===== config.mk =====
export PLATFORM = sky130hd
export DESIGN_NAME = ewma_event_rate_meter_unit
export DESIGN_NICKNAME = d
export VERILOG_FILES = /design/src/rtl/eerm_pkg.sv /design/src/rtl/ewma_event_rate_meter_unit.sv /design/src/rtl/eerm_ctrl.sv /design/src/rtl/eerm_dpath.sv
export SDC_FILE = /design/constraint.sdc
export NUM_CORES = 2
export LEC_CHECK = 0
export ABC_AREA = 1
export BUFFER_PORTS_ARGS = -buffer_cell sky130_fd_sc_hd__buf_2
export CORE_ASPECT_RATIO = 0.6
export CORE_MARGIN = 2
export CORE_UTILIZATION = 40
export CTS_CLUSTER_SIZE = 30
export DETAILED_ROUTE_END_ITERATION = 8
export REMOVE_ABC_BUFFERS = 1
export SETUP_SLACK_MARGIN = 0.3
export SLEW_MARGIN = 15
export SYNTH_ARGS = -nofsm -noshare
export SYNTH_HDL_FRONTEND = slang
export SYNTH_HIERARCHICAL = 1
export SYNTH_SLANG_ARGS = --single-unit

===== constraint.sdc =====
create_clock -name aclk -period 7.9 [get_ports aclk]
set_input_delay 0.79 -clock aclk [delete_from_list [all_inputs] [get_ports aclk]]
set_output_delay 0.79 -clock aclk [all_outputs]
set_load 0.02 [all_outputs]

===== src/rtl/eerm_pkg.sv =====
// ----------------------------------------------------------------------------
// eerm_pkg
// Shared widths, constants and controller/datapath interface types for the
// moving average event rate meter.
// ----------------------------------------------------------------------------
package eerm_pkg;

    localparam int FRAC_BITS  = 16;             // fraction bits of the rates
    localparam int ACC_BITS   = 40;             // interval accumulator width
    localparam int RECIP_FRAC = 16;             // fraction bits of the reciprocal
    localparam int RATE_BITS  = 32 + FRAC_BITS;
    localparam int COUNT_W    = 16;
    localparam int CFG_W      = 16;
    localparam int CFG_ADDR_W = 2;
    localparam int OUT_W      = 48;
    localparam int M_DATA_W   = 3 * OUT_W;

    // The shared multiplier takes a 16-bit factor and one slice of a wide value.
    localparam int SPLIT   = 16;
    localparam int MUL_A_W = 16;
    localparam int MUL_B_W = ((ACC_BITS > RATE_BITS) ? ACC_BITS : RATE_BITS) - SPLIT;
    localparam int PROD_W  = MUL_A_W + MUL_B_W;
    localparam int STEP_W  = PROD_W + 1;
    localparam int WIDE_W  = 64;

    localparam int SHR = (FRAC_BITS >= RECIP_FRAC) ? 0 : RECIP_FRAC - FRAC_BITS;
    localparam int SHL = (FRAC_BITS <= RECIP_FRAC) ? 0 : FRAC_BITS - RECIP_FRAC;

    localparam logic [WIDE_W-1:0] RATE_MAX_W = (64'd1 << RATE_BITS) - 64'd1;

    // Configuration register indexes.
    localparam logic [CFG_ADDR_W-1:0] REG_ALPHA_ONE     = 2'd0;
    localparam logic [CFG_ADDR_W-1:0] REG_ALPHA_FIVE    = 2'd1;
    localparam logic [CFG_ADDR_W-1:0] REG_ALPHA_FIFTEEN = 2'd2;
    localparam logic [CFG_ADDR_W-1:0] REG_RECIPROCAL    = 2'd3;

    localparam logic [CFG_W-1:0] ALPHA_ONE_RST     = 16'd5240;
    localparam logic [CFG_W-1:0] ALPHA_FIVE_RST    = 16'd1083;
    localparam logic [CFG_W-1:0] ALPHA_FIFTEEN_RST = 16'd363;
    localparam logic [CFG_W-1:0] RECIPROCAL_RST    = 16'd13107;

    typedef logic [1:0] lane_t;
    localparam lane_t LANE_ONE     = 2'd0;
    localparam lane_t LANE_FIVE    = 2'd1;
    localparam lane_t LANE_FIFTEEN = 2'd2;

    typedef enum logic [1:0] {
        MUL_ACC_LO  = 2'd0,
        MUL_ACC_HI  = 2'd1,
        MUL_DIFF_LO = 2'd2,
        MUL_DIFF_HI = 2'd3
    } mul_op_t;

    typedef struct packed {
        logic    acc_load;    // add the accepted count into the accumulator
        logic    mul_en;      // register a product of the shared multiplier
        mul_op_t mul_op;
        logic    lo_capture;  // keep the low partial product
        logic    inst_load;   // form the instant rate, clear the accumulator
        logic    rates_seed;  // first tick: load all rates with the instant rate
        logic    diff_load;
        logic    step_load;
        logic    rate_update;
        lane_t   lane;
        logic    out_load;
    } eerm_cmd_t;

    typedef struct packed {
        logic tick_in;
        logic rates_init;
        logic out_free;
    } eerm_status_t;

endpackage


===== src/rtl/ewma_event_rate_meter_unit.sv =====
// ----------------------------------------------------------------------------
// ewma_event_rate_meter_unit
// Event counter with one, five and fifteen minute moving average rates.
//
//   Channel  Direction  Payload (lowest bit first)
//   s_*      in         tdata: event_count[15:0]; tuser: interval_tick
//   m_*      out        tdata: rate_one_minute_out[47:0],
//                              rate_five_minute_out[47:0],
//                              rate_fifteen_minute_out[47:0]
//   cfg_*    in         cfg_addr selects alpha 1/5/15 minute or reciprocal
//
// An item without a tick goes straight from acceptance to the hand-off;
// a tick first forms the instant rate, then the first one after reset
// seeds all rates and each later one updates the three lanes. The single
// shared 16x32 multiplier serves the instant rate twice and each lane twice.
// Reset is synchronous and restores the register defaults and zero rates.
// A result waiting in the output register does not block acceptance; the
// block only holds its final step while that register is still occupied.
// ----------------------------------------------------------------------------
module ewma_event_rate_meter_unit (
    input  logic                                aclk,
    input  logic                                aresetn,
    input  logic                                cfg_wr_en,
    input  logic [eerm_pkg::CFG_ADDR_W-1:0]     cfg_addr,
    input  logic [eerm_pkg::CFG_W-1:0]          cfg_wdata,
    input  logic                                s_tvalid,
    output logic                                s_tready,
    input  logic [eerm_pkg::COUNT_W-1:0]        s_tdata,  // event_count
    input  logic                                s_tuser,  // interval_tick
    output logic                                m_tvalid,
    input  logic                                m_tready,
    // rate_one_minute_out, rate_five_minute_out, rate_fifteen_minute_out
    output logic [eerm_pkg::M_DATA_W-1:0]       m_tdata
);

    eerm_pkg::eerm_cmd_t    cmd;
    eerm_pkg::eerm_status_t status;

    eerm_ctrl u_ctrl (
        .aclk     (aclk),
        .aresetn  (aresetn),
        .s_tvalid (s_tvalid),
        .s_tready (s_tready),
        .status   (status),
        .cmd      (cmd)
    );

    eerm_dpath u_dpath (
        .aclk      (aclk),
        .aresetn   (aresetn),
        .cfg_wr_en (cfg_wr_en),
        .cfg_addr  (cfg_addr),
        .cfg_wdata (cfg_wdata),
        .s_tdata   (s_tdata),
        .s_tuser   (s_tuser),
        .cmd       (cmd),
        .status    (status),
        .m_tready  (m_tready),
        .m_tvalid  (m_tvalid),
        .m_tdata   (m_tdata)
    );

endmodule


===== src/rtl/eerm_ctrl.sv =====
// ----------------------------------------------------------------------------
// eerm_ctrl
// Sequencer for the rate meter: accepts an item; for a tick walks the shared
// multiplier through the instant rate and, once seeded, the lanes; hands off.
// ----------------------------------------------------------------------------
module eerm_ctrl (
    input  logic                  aclk,
    input  logic                  aresetn,
    input  logic                  s_tvalid,
    output logic                  s_tready,
    input  eerm_pkg::eerm_status_t status,
    output eerm_pkg::eerm_cmd_t   cmd
);

    typedef enum logic [9:0] {
        S_IDLE     = 10'b0000000001,
        S_INST_LO  = 10'b0000000010,
        S_INST_HI  = 10'b0000000100,
        S_INST_SUM = 10'b0000001000,
        S_DIFF     = 10'b0000010000,
        S_MUL_LO   = 10'b0000100000,
        S_MUL_HI   = 10'b0001000000,
        S_STEP     = 10'b0010000000,
        S_UPDATE   = 10'b0100000000,
        S_DONE     = 10'b1000000000
    } state_t;

    state_t             state_reg, state_next;
    eerm_pkg::lane_t    lane_reg, lane_next;

    always_ff @(posedge aclk) begin
        if (!aresetn) begin
            state_reg <= S_IDLE;
            lane_reg  <= eerm_pkg::LANE_ONE;
        end else begin
            state_reg <= state_next;
            lane_reg  <= lane_next;
        end
    end

    always_comb begin
        state_next = state_reg;
        lane_next  = lane_reg;
        s_tready   = 1'b0;
        cmd        = '0;
        cmd.mul_op = eerm_pkg::MUL_ACC_LO;
        cmd.lane   = lane_reg;
        unique case (state_reg)
            S_IDLE: begin
                s_tready = 1'b1;
                if (s_tvalid) begin
                    cmd.acc_load = 1'b1;
                    state_next   = status.tick_in ? S_INST_LO : S_DONE;
                end
            end
            S_INST_LO: begin
                cmd.mul_en = 1'b1;
                cmd.mul_op = eerm_pkg::MUL_ACC_LO;
                state_next = S_INST_HI;
            end
            S_INST_HI: begin
                cmd.mul_en     = 1'b1;
                cmd.mul_op     = eerm_pkg::MUL_ACC_HI;
                cmd.lo_capture = 1'b1;
                state_next     = S_INST_SUM;
            end
            S_INST_SUM: begin
                cmd.inst_load = 1'b1;
                lane_next     = eerm_pkg::LANE_ONE;
                if (status.rates_init) begin
                    state_next = S_DIFF;
                end else begin
                    cmd.rates_seed = 1'b1;
                    state_next     = S_DONE;
                end
            end
            S_DIFF: begin
                cmd.diff_load = 1'b1;
                state_next    = S_MUL_LO;
            end
            S_MUL_LO: begin
                cmd.mul_en = 1'b1;
                cmd.mul_op = eerm_pkg::MUL_DIFF_LO;
                state_next = S_MUL_HI;
            end
            S_MUL_HI: begin
                cmd.mul_en     = 1'b1;
                cmd.mul_op     = eerm_pkg::MUL_DIFF_HI;
                cmd.lo_capture = 1'b1;
                state_next     = S_STEP;
            end
            S_STEP: begin
                cmd.step_load = 1'b1;
                state_next    = S_UPDATE;
            end
            S_UPDATE: begin
                cmd.rate_update = 1'b1;
                if (lane_reg == eerm_pkg::LANE_FIFTEEN) begin
                    state_next = S_DONE;
                end else begin
                    lane_next  = lane_reg + eerm_pkg::lane_t'(1);
                    state_next = S_DIFF;
                end
            end
            S_DONE: begin
                if (status.out_free) begin
                    cmd.out_load = 1'b1;
                    state_next   = S_IDLE;
                end
            end
            default: begin
                state_next = S_IDLE;
            end
        endcase
    end

endmodule


===== src/rtl/eerm_dpath.sv =====
// ----------------------------------------------------------------------------
// eerm_dpath
// Datapath of the rate meter: configuration registers, interval accumulator,
// one shared 16-bit by slice multiplier, three rate registers and the output
// register.
// ----------------------------------------------------------------------------
module eerm_dpath (
    input  logic                                 aclk,
    input  logic                                 aresetn,
    input  logic                                 cfg_wr_en,
    input  logic [eerm_pkg::CFG_ADDR_W-1:0]      cfg_addr,
    input  logic [eerm_pkg::CFG_W-1:0]           cfg_wdata,
    input  logic [eerm_pkg::COUNT_W-1:0]         s_tdata,
    input  logic                                 s_tuser,
    input  eerm_pkg::eerm_cmd_t                  cmd,
    output eerm_pkg::eerm_status_t               status,
    input  logic                                 m_tready,
    output logic                                 m_tvalid,
    output logic [eerm_pkg::M_DATA_W-1:0]        m_tdata
);

    localparam int AB = eerm_pkg::ACC_BITS;
    localparam int RB = eerm_pkg::RATE_BITS;
    localparam int PW = eerm_pkg::PROD_W;
    localparam int SW = eerm_pkg::STEP_W;
    localparam int WW = eerm_pkg::WIDE_W;
    localparam int OW = eerm_pkg::OUT_W;

    logic [eerm_pkg::CFG_W-1:0] alpha_one_reg, alpha_five_reg, alpha_fifteen_reg;
    logic [eerm_pkg::CFG_W-1:0] recip_reg;

    logic [AB-1:0] acc_reg;
    logic          init_reg;
    logic [RB-1:0] rate_one_reg, rate_five_reg, rate_fifteen_reg;
    logic          m_valid_reg;

    logic [RB-1:0]               inst_reg;
    logic [RB-1:0]               diff_reg;
    logic                        neg_reg;
    logic [PW-1:0]               prod_reg;
    logic [PW-1:0]               lo_reg;
    logic [SW-1:0]               step_reg;
    logic [eerm_pkg::M_DATA_W-1:0] m_data_reg;

    logic [AB:0]                 acc_sum;
    logic [AB-1:0]               acc_sat;
    logic [eerm_pkg::MUL_A_W-1:0] alpha_sel, mul_a;
    logic [eerm_pkg::MUL_B_W-1:0] mul_b;
    logic [PW-1:0]               mul_p;
    logic [RB-1:0]               rate_sel;
    logic [WW-1:0]               inst_full, inst_conv;
    logic [RB-1:0]               inst_next;
    logic [RB:0]                 diff_raw, diff_neg;
    logic [SW-1:0]               step_next;
    logic [WW-1:0]               up_sum;
    logic [RB-1:0]               rate_new;
    logic [WW-1:0]               out_one_w, out_five_w, out_fifteen_w;

    // Accumulator add saturates at all ones.
    assign acc_sum = {1'b0, acc_reg} + (AB + 1)'(s_tdata);
    assign acc_sat = acc_sum[AB] ? {AB{1'b1}} : acc_sum[AB-1:0];

    always_comb begin
        case (cmd.lane)
            eerm_pkg::LANE_ONE: begin
                alpha_sel = alpha_one_reg;
                rate_sel  = rate_one_reg;
            end
            eerm_pkg::LANE_FIVE: begin
                alpha_sel = alpha_five_reg;
                rate_sel  = rate_five_reg;
            end
            default: begin
                alpha_sel = alpha_fifteen_reg;
                rate_sel  = rate_fifteen_reg;
            end
        endcase
    end

    always_comb begin
        case (cmd.mul_op)
            eerm_pkg::MUL_ACC_LO: begin
                mul_a = recip_reg;
                mul_b = eerm_pkg::MUL_B_W'(acc_reg[eerm_pkg::SPLIT-1:0]);
            end
            eerm_pkg::MUL_ACC_HI: begin
                mul_a = recip_reg;
                mul_b = eerm_pkg::MUL_B_W'(acc_reg[AB-1:eerm_pkg::SPLIT]);
            end
            eerm_pkg::MUL_DIFF_LO: begin
                mul_a = alpha_sel;
                mul_b = eerm_pkg::MUL_B_W'(diff_reg[eerm_pkg::SPLIT-1:0]);
            end
            default: begin
                mul_a = alpha_sel;
                mul_b = eerm_pkg::MUL_B_W'(diff_reg[RB-1:eerm_pkg::SPLIT]);
            end
        endcase
    end

    assign mul_p = PW'(mul_a) * PW'(mul_b);

    // Instant rate: high partial product sits in prod_reg, low one in lo_reg.
    assign inst_full = (WW'(prod_reg) << eerm_pkg::SPLIT) + WW'(lo_reg);

    always_comb begin
        if (eerm_pkg::SHL > 0) begin
            if (inst_full > (eerm_pkg::RATE_MAX_W >> eerm_pkg::SHL)) begin
                inst_conv = eerm_pkg::RATE_MAX_W;
            end else begin
                inst_conv = inst_full << eerm_pkg::SHL;
            end
        end else begin
            inst_conv = inst_full >> eerm_pkg::SHR;
        end
        if (inst_conv > eerm_pkg::RATE_MAX_W) begin
            inst_next = {RB{1'b1}};
        end else begin
            inst_next = inst_conv[RB-1:0];
        end
    end

    assign diff_raw = {1'b0, inst_reg} - {1'b0, rate_sel};
    assign diff_neg = (RB + 1)'(0) - diff_raw;

    // A negative step is rounded away from zero so the update floors exactly.
    assign step_next = SW'(prod_reg) + SW'(lo_reg >> eerm_pkg::SPLIT)
                     + SW'(neg_reg && (lo_reg[eerm_pkg::SPLIT-1:0] != '0));

    assign up_sum = WW'(rate_sel) + WW'(step_reg);

    always_comb begin
        if (neg_reg) begin
            if (WW'(step_reg) > WW'(rate_sel)) begin
                rate_new = '0;
            end else begin
                rate_new = rate_sel - RB'(step_reg);
            end
        end else begin
            if (up_sum > eerm_pkg::RATE_MAX_W) begin
                rate_new = {RB{1'b1}};
            end else begin
                rate_new = up_sum[RB-1:0];
            end
        end
    end

    assign out_one_w     = WW'(rate_one_reg);
    assign out_five_w    = WW'(rate_five_reg);
    assign out_fifteen_w = WW'(rate_fifteen_reg);

    // Configuration and block state.
    always_ff @(posedge aclk) begin
        if (!aresetn) begin
            alpha_one_reg     <= eerm_pkg::ALPHA_ONE_RST;
            alpha_five_reg    <= eerm_pkg::ALPHA_FIVE_RST;
            alpha_fifteen_reg <= eerm_pkg::ALPHA_FIFTEEN_RST;
            recip_reg         <= eerm_pkg::RECIPROCAL_RST;
            acc_reg           <= '0;
            init_reg          <= 1'b0;
            rate_one_reg      <= '0;
            rate_five_reg     <= '0;
            rate_fifteen_reg  <= '0;
            m_valid_reg       <= 1'b0;
        end else begin
            if (cfg_wr_en) begin
                unique case (cfg_addr)
                    eerm_pkg::REG_ALPHA_ONE:     alpha_one_reg     <= cfg_wdata;
                    eerm_pkg::REG_ALPHA_FIVE:    alpha_five_reg    <= cfg_wdata;
                    eerm_pkg::REG_ALPHA_FIFTEEN: alpha_fifteen_reg <= cfg_wdata;
                    eerm_pkg::REG_RECIPROCAL:    recip_reg         <= cfg_wdata;
                    default: ;
                endcase
            end
            if (cmd.acc_load) begin
                acc_reg <= acc_sat;
            end else if (cmd.inst_load) begin
                acc_reg <= '0;
            end
            if (cmd.rates_seed) begin
                init_reg         <= 1'b1;
                rate_one_reg     <= inst_next;
                rate_five_reg    <= inst_next;
                rate_fifteen_reg <= inst_next;
            end else if (cmd.rate_update) begin
                case (cmd.lane)
                    eerm_pkg::LANE_ONE:  rate_one_reg  <= rate_new;
                    eerm_pkg::LANE_FIVE: rate_five_reg <= rate_new;
                    default:             rate_fifteen_reg <= rate_new;
                endcase
            end
            if (cmd.out_load) begin
                m_valid_reg <= 1'b1;
            end else if (m_tready) begin
                m_valid_reg <= 1'b0;
            end
        end
    end

    // Working registers, no reset needed.
    always_ff @(posedge aclk) begin
        if (cmd.mul_en) begin
            prod_reg <= mul_p;
        end
        if (cmd.lo_capture) begin
            lo_reg <= prod_reg;
        end
        if (cmd.inst_load) begin
            inst_reg <= inst_next;
        end
        if (cmd.diff_load) begin
            neg_reg  <= diff_raw[RB];
            diff_reg <= diff_raw[RB] ? diff_neg[RB-1:0] : diff_raw[RB-1:0];
        end
        if (cmd.step_load) begin
            step_reg <= step_next;
        end
        if (cmd.out_load) begin
            m_data_reg <= {out_fifteen_w[OW-1:0], out_five_w[OW-1:0], out_one_w[OW-1:0]};
        end
    end

    assign status.tick_in    = s_tuser;
    assign status.rates_init = init_reg;
    assign status.out_free   = !m_valid_reg || m_tready;

    assign m_tvalid = m_valid_reg;
    assign m_tdata  = m_data_reg;

endmodule


* Yosys cells after proc, flatten, opt, wreduce, memory -nomap -nowiden
Index checks and enable logic that the tools add are counted.
** Storage, ports and cells
- Register bits :: 648
** Cells by class
- Reductions and logical operators :: 25
- Equal/unequal tests :: 21
- Muxes and demuxes :: 43
- Add/subtract/negate cells :: 9
- Order comparisons :: 3
- Multiply operators :: 1
** Operators with widths (count)
- 2-to-1 mux 48 bit :: 14
- greater-than comparator 64 x 48 -> 1 bit (second input constant) :: 2
- 2-to-1 mux 40 bit :: 3
- one-hot mux 10 bit (10 select lines) :: 1
- one-hot mux 32 bit (3 select lines) :: 1
- one-hot mux 48 bit (2 select lines) :: 1
- adder 64 x 48 -> 64 bit :: 1
- adder 48 x 49 -> 50 bit :: 1
- 2-to-1 mux 10 bit :: 5
- adder 48 x 32 -> 49 bit :: 1
- adder 49 x 1 -> 49 bit :: 1
- greater-than comparator 49 x 48 -> 1 bit :: 1
- subtractor 48 x 48 -> 49 bit :: 1
- multiplier 16 x 32 -> 48 bit :: 1
- subtractor 1 x 48 -> 48 bit (first input constant) :: 1
- subtractor 48 bit :: 1
- adder 40 x 16 -> 41 bit :: 1
- one-hot mux 16 bit (2 select lines) :: 1
- AND reduction 2 bit :: 9
- 2-to-1 mux 16 bit :: 1
- nonzero test 16 bit :: 1
- 2-to-1 mux 1 bit :: 12
- one-hot mux 3 bit (4 select lines) :: 1
- nonzero test 2 bit :: 6
- other kinds (22) :: 34

* Logic depth before layout (Yosys ltp)
- Depth after elaboration :: 9
- Mapped depth :: 40

* Modules after synthesis
Netlist, hierarchy kept.
** Modules (own cells, without submodules)
- eerm_dpath :: cells an instance 8469, area each 60938.4 µm², instances 1
- eerm_ctrl :: cells an instance 117, area each 793.3 µm², instances 1

* Least setup slack after synthesis
No wires, ideal clock.
- Path type :: input to register
- From :: input m_tready
- To :: register u_dpath.m_data_reg, in the netlist u_dpath/m_tdata[0] (enable)
- Data required time :: 7247 ps
- Slack :: 336 ps
- Library setup time :: 653 ps
- Path buffers :: 0
- Stages on the path :: 4
- Data arrival time :: 6911 ps
- Path through :: inv_1 nand2_1 inv_1 nor2_1
** RTL lines
- start: declaration :: RTL line ewma_event_rate_meter_unit.sv:31 : input logic m_tready,
- end signal: assignment :: RTL line eerm_dpath.sv:219 : m_data_reg <= {out_fifteen_w[OW-1:0], out_five_w[OW-1:0], out_one_w[OW-1:0]};
- end: declaration :: RTL line eerm_dpath.sv:43 : logic [eerm_pkg::M_DATA_W-1:0] m_data_reg;

==> Implementation_results.wiki <==
{| class="wikitable"
! Metric !! Value
|-
| Die Wd || 511 µm
|-
| Most common cell type on the critical path || inv_1
|-
| Outcome || complete, no violations
|-
| Final worst setup slack || 0.469 ns
|-
| HPWL reported at the end of detailed placement || 221 mm
|-
| Startpoint-to-endpoint class of the critical path || reg2reg
|-
| Type of the worst min-delay path || in2reg
|-
| Data arrival time of the worst path || 7.82 ns
|-
| Worst Hold Depth || 3
|-
| Total placed cells including tap cells || 10,900
|-
| Clock net sink count || 648
|-
| Worst path buffer plus inverter count || 11
|-
| Kind of cell adding the most delay to the critical path || adder cells
|-
| Number of port buffers || 185
|-
| Register share of total power || 34.0%
|-
| Cell area power density || 154 nW/µm²
|-
| End point of the most critical hold path || u_ctrl/state_reg[1]$_SDFFE_PN0P_
|-
| Final instance area || 71,600 µm²
|-
| Number of flip-flops under the largest register name || 144
|-
| Setup repair after global routing missed its margin || true
|-
| CP Depth || 32
|-
| Register bit total from synthesis || 648
|-
| Min-delay src || s_tuser
|-
| Die area || 158,000 µm²
|-
| Vias per std cell || 5.38
|-
| Proportion of synthesized chip area in sequential cells || 27.3%
|-
| Total gr overflow || 0
|-
| Global router's overall resource usage || 32.9%
|-
| Number of enable flip-flop cells after synthesis || 386
|-
| Max Fanout on Critical Path || 10
|-
| Worst voltage drop across the vdd grid || 213 µV
|-
| Top-area cell type share of the netlist area || 18.8%
|-
| Number of pins with negative max-slew slack in the final report || 0
|-
| Slowest stage cell on the critical path || fa_2
|-
| CTS tree || yes
|-
| Leakage Power || 35.2 nW
|-
| Die outline height || 308 µm
|-
| Fin cells || 11,100
|-
| Fraction of power consumed by the clock network || 31.2%
|-
| Measured slew at the worst slew-check pin || 1.41 ns
|-
| Yosys synthesis warning count || 6
|-
| Area added between synthesis and finish || 16.0%
|-
| Largest stage delay, worst path || 0.54 ns
|-
| First drt pass iteration count || 7
|-
| Number of nets in the layout || 9,805
|-
| Library cell occupying the most area in the post-synthesis netlist || edfxtp_1
|-
| Post-synthesis cell area || 61,700 µm²
|-
| Placement-stage worst setup slack || -0.0781 ns
|-
| P_sw || 0.00387 W
|-
| Reg2Reg Capture Point || u_dpath/prod_reg[38]$_DFFE_PP_
|-
| Final antenna-violating net count || 0
|-
| Synth Instances || 8,586
|-
| Initial antenna violation count || 12
|-
| Commonest register cell after synthesis || edfxtp_1
|-
| Filler Cells Inserted || 15,500
|-
| Switching Fraction || 35.0%
|-
| Post-Synthesis Mean Instance Area || 7.19 µm²
|-
| Maximum number of pins on one net before global-route repair || 97
|-
| Logic depth of the worst register-to-register path || 32
|-
| Detailed-route DRC error count || 0
|-
| Clock latency on the worst-skew pair || 0.70 ns
|-
| Total Wirelength || 268 mm
|-
| Fraction of synthesis flops using an asynchronous set or reset pin || 0%
|-
| Reg2Reg Setup Slack || 0.47 ns
|-
| Final period util || 94.1%
|-
| Starting Density || 40.4%
|-
| # IOs || 186
|-
| Synth cell types || 62
|-
| Leading post-synthesis cells by cell area || edfxtp_1, fa_1, nand2_1
|-
| Via count || 59,600
|-
| Final estimated routing congestion in global placement || 1.09
|-
| Max H-tree Level || 3
|-
| Relative max-transition margin || 5.48%
|-
| Combinational group share of total power || 34.8%
|-
| Number of setup violations in the final report || 0
|-
| Num rows || 111
|-
| Via count of the first global-routing pass || 53,800
|-
| Final clock skew || 0.0433 ns
|-
| Max-capacitance violation count || 0
|-
| Avg WL per Cell || 24.2 µm
|-
| Nature of the critical path startpoint || register
|-
| Core Box Area || 153,000 µm²
|-
| Internal power of the cells || 0.00718 W
|-
| Worst-path clk slew || 0.06 ns
|-
| Critical R2R Launch || u_ctrl/state_reg[0]$_SDFFE_PN1P_
|-
| Final hold violations || 0
|-
| Cell with the most instances after synthesis || nand2_1
|-
| Top achievable clock speed || 0.135 GHz
|-
| Cell area after placement || 66,700 µm²
|-
| Number of clock buffers inserted by TritonCTS || 69
|-
| Sort of element at the end of the critical path || register
|-
| Max Root-Sink Buffers || 3
|-
| Cell chosen for the clock root || clkbuf_16
|-
| Global-route wire length before repair || 379 mm
|-
| Ratio of cells with drive above 1 in the final layout || 12.7%
|-
| Initial DRC count || 8,162
|-
| Final Critical Period || 7.43 ns
|-
| Required time of the worst setup path || 8.29 ns
|-
| Cell types with the highest counts after synthesis || nand2_1, inv_1, nor2_1
|}
[metrics by stage]
stage	utilization (%)	setup TNS [ns]	hold slack (ns)	total power, W
after CTS	45.3	0	0.320	0.0106
after detailed placement	43.6	-0.168	0.434	0.00705
after floorplan	-	-28.02	0.424	0.00571
final	46.8	0	0.359	0.0111
after global routing	46.8	0	0.349	0.0116
after global placement	43.6	-0.0531	0.437	0.00706
[placed cells by master, fill, tap and decap left out, drive strengths merged, types with 4 or more instances in the layout]
master,synthesis,final
xor2,174,174
nand3,487,487
inv,1771,1774
buf,83,561
xnor2,59,59
o22ai,12,12
nand2,2292,2292
dfxtp,262,262
edfxtp,386,386
o221ai,17,17
o31ai,4,4
a21o,26,26
bufinv,0,6
diode,0,5
ha,361,361
a21boi,4,4
or2,14,14
nand3b,16,16
o21a,58,58
clkbuf,168,98
clkinv,16,30
o22a,44,44
o211ai,17,17
o21bai,25,25
a21oi,382,382
o311ai,5,5
o21ai,443,443
nor4,15,15
fa,425,425
nand4,79,79
nor2,818,818
clkinvlp,0,18
and2,5,5
a31oi,40,40
nor3,65,65
[metal layers]
layer	track usage, %	vias to the layer above	wire [µm]
met4	2.93	4	2290
li1	-	27500	-
met2	38.4	3132	90200
met1	54.0	28800	132000
met3	14.6	169	43400
met5	0	-	29
[final cells by class]
type,instances,area (µm²),area share (%)
well taps,2034,2540,3.55
clock buffers,86,1870,2.62
clock inverters,40,447,0.624
inverters,1787,6790,9.47
diodes,5,12.5,0.0175
repair buffers,573,4650,6.49
repair inverters,1,7.51,0.0105
flip-flops and latches,648,16800,23.5
multi-input cells,5899,38500,53.7
[kinds of logic (layout without fill, tap and decap cells)]
logic type | count (synthesis) | in the layout | synth area share, %
fa+ha+maj | 786 | 786 | 21.1
simple gates | 3794 | 3794 | 25.6
buf+inv | 2039 | 2487 | 12.8
compound gates | 1086 | 1086 | 9.92
flops | 648 | 648 | 27.3
other cells | 0 | 5 | 0
xor+xnor | 233 | 233 | 3.31
[tightest hold or removal path, cell delays in order]
cell    delay (ns)
buf_2         0.09
inv_1         0.06
nor4_1        0.05
[power by group through the flow]
stage          clock network, W  registers, W  logic (W)
3_5_place_dp                  0       0.00383    0.00322
3_3_place_gp                  0       0.00383    0.00323
2_1_floorplan                 0       0.00385    0.00186
6_report                0.00345       0.00375    0.00385
5_1_grt                 0.00364       0.00376    0.00423
4_1_cts                 0.00352       0.00375    0.00333
[worst max path at each step]
stage	from	to	slack, ns
finish	u_ctrl/state_reg[0]$_SDFFE_PN1P_	u_dpath/prod_reg[38]$_DFFE_PP_	0.47
global route	u_ctrl/state_reg[9]$_SDFFE_PN0P_	u_dpath/prod_reg[44]$_DFFE_PP_	0.18
CTS	u_ctrl/state_reg[1]$_SDFFE_PN0P_	u_dpath/prod_reg[47]$_DFFE_PP_	0.28
detailed placement	u_ctrl/state_reg[6]$_SDFFE_PN0P_	u_dpath/prod_reg[47]$_DFFE_PP_	-0.08
global placement	u_ctrl/state_reg[1]$_SDFFE_PN0P_	u_dpath/prod_reg[47]$_DFFE_PP_	-0.04
floorplan	u_ctrl/lane_reg[1]$_SDFFE_PN0P_	u_dpath/prod_reg[40]$_DFFE_PP_	-1.13
[repair_timing]
item	4_1_cts	5_1_grt
resized for setup	69	377
hold buffers	0	0
setup buffers	10	65
gates cloned	0	13
setup endpoints to repair	29	33
pin swaps	16	162
Power figures use the tool's default switching activity.
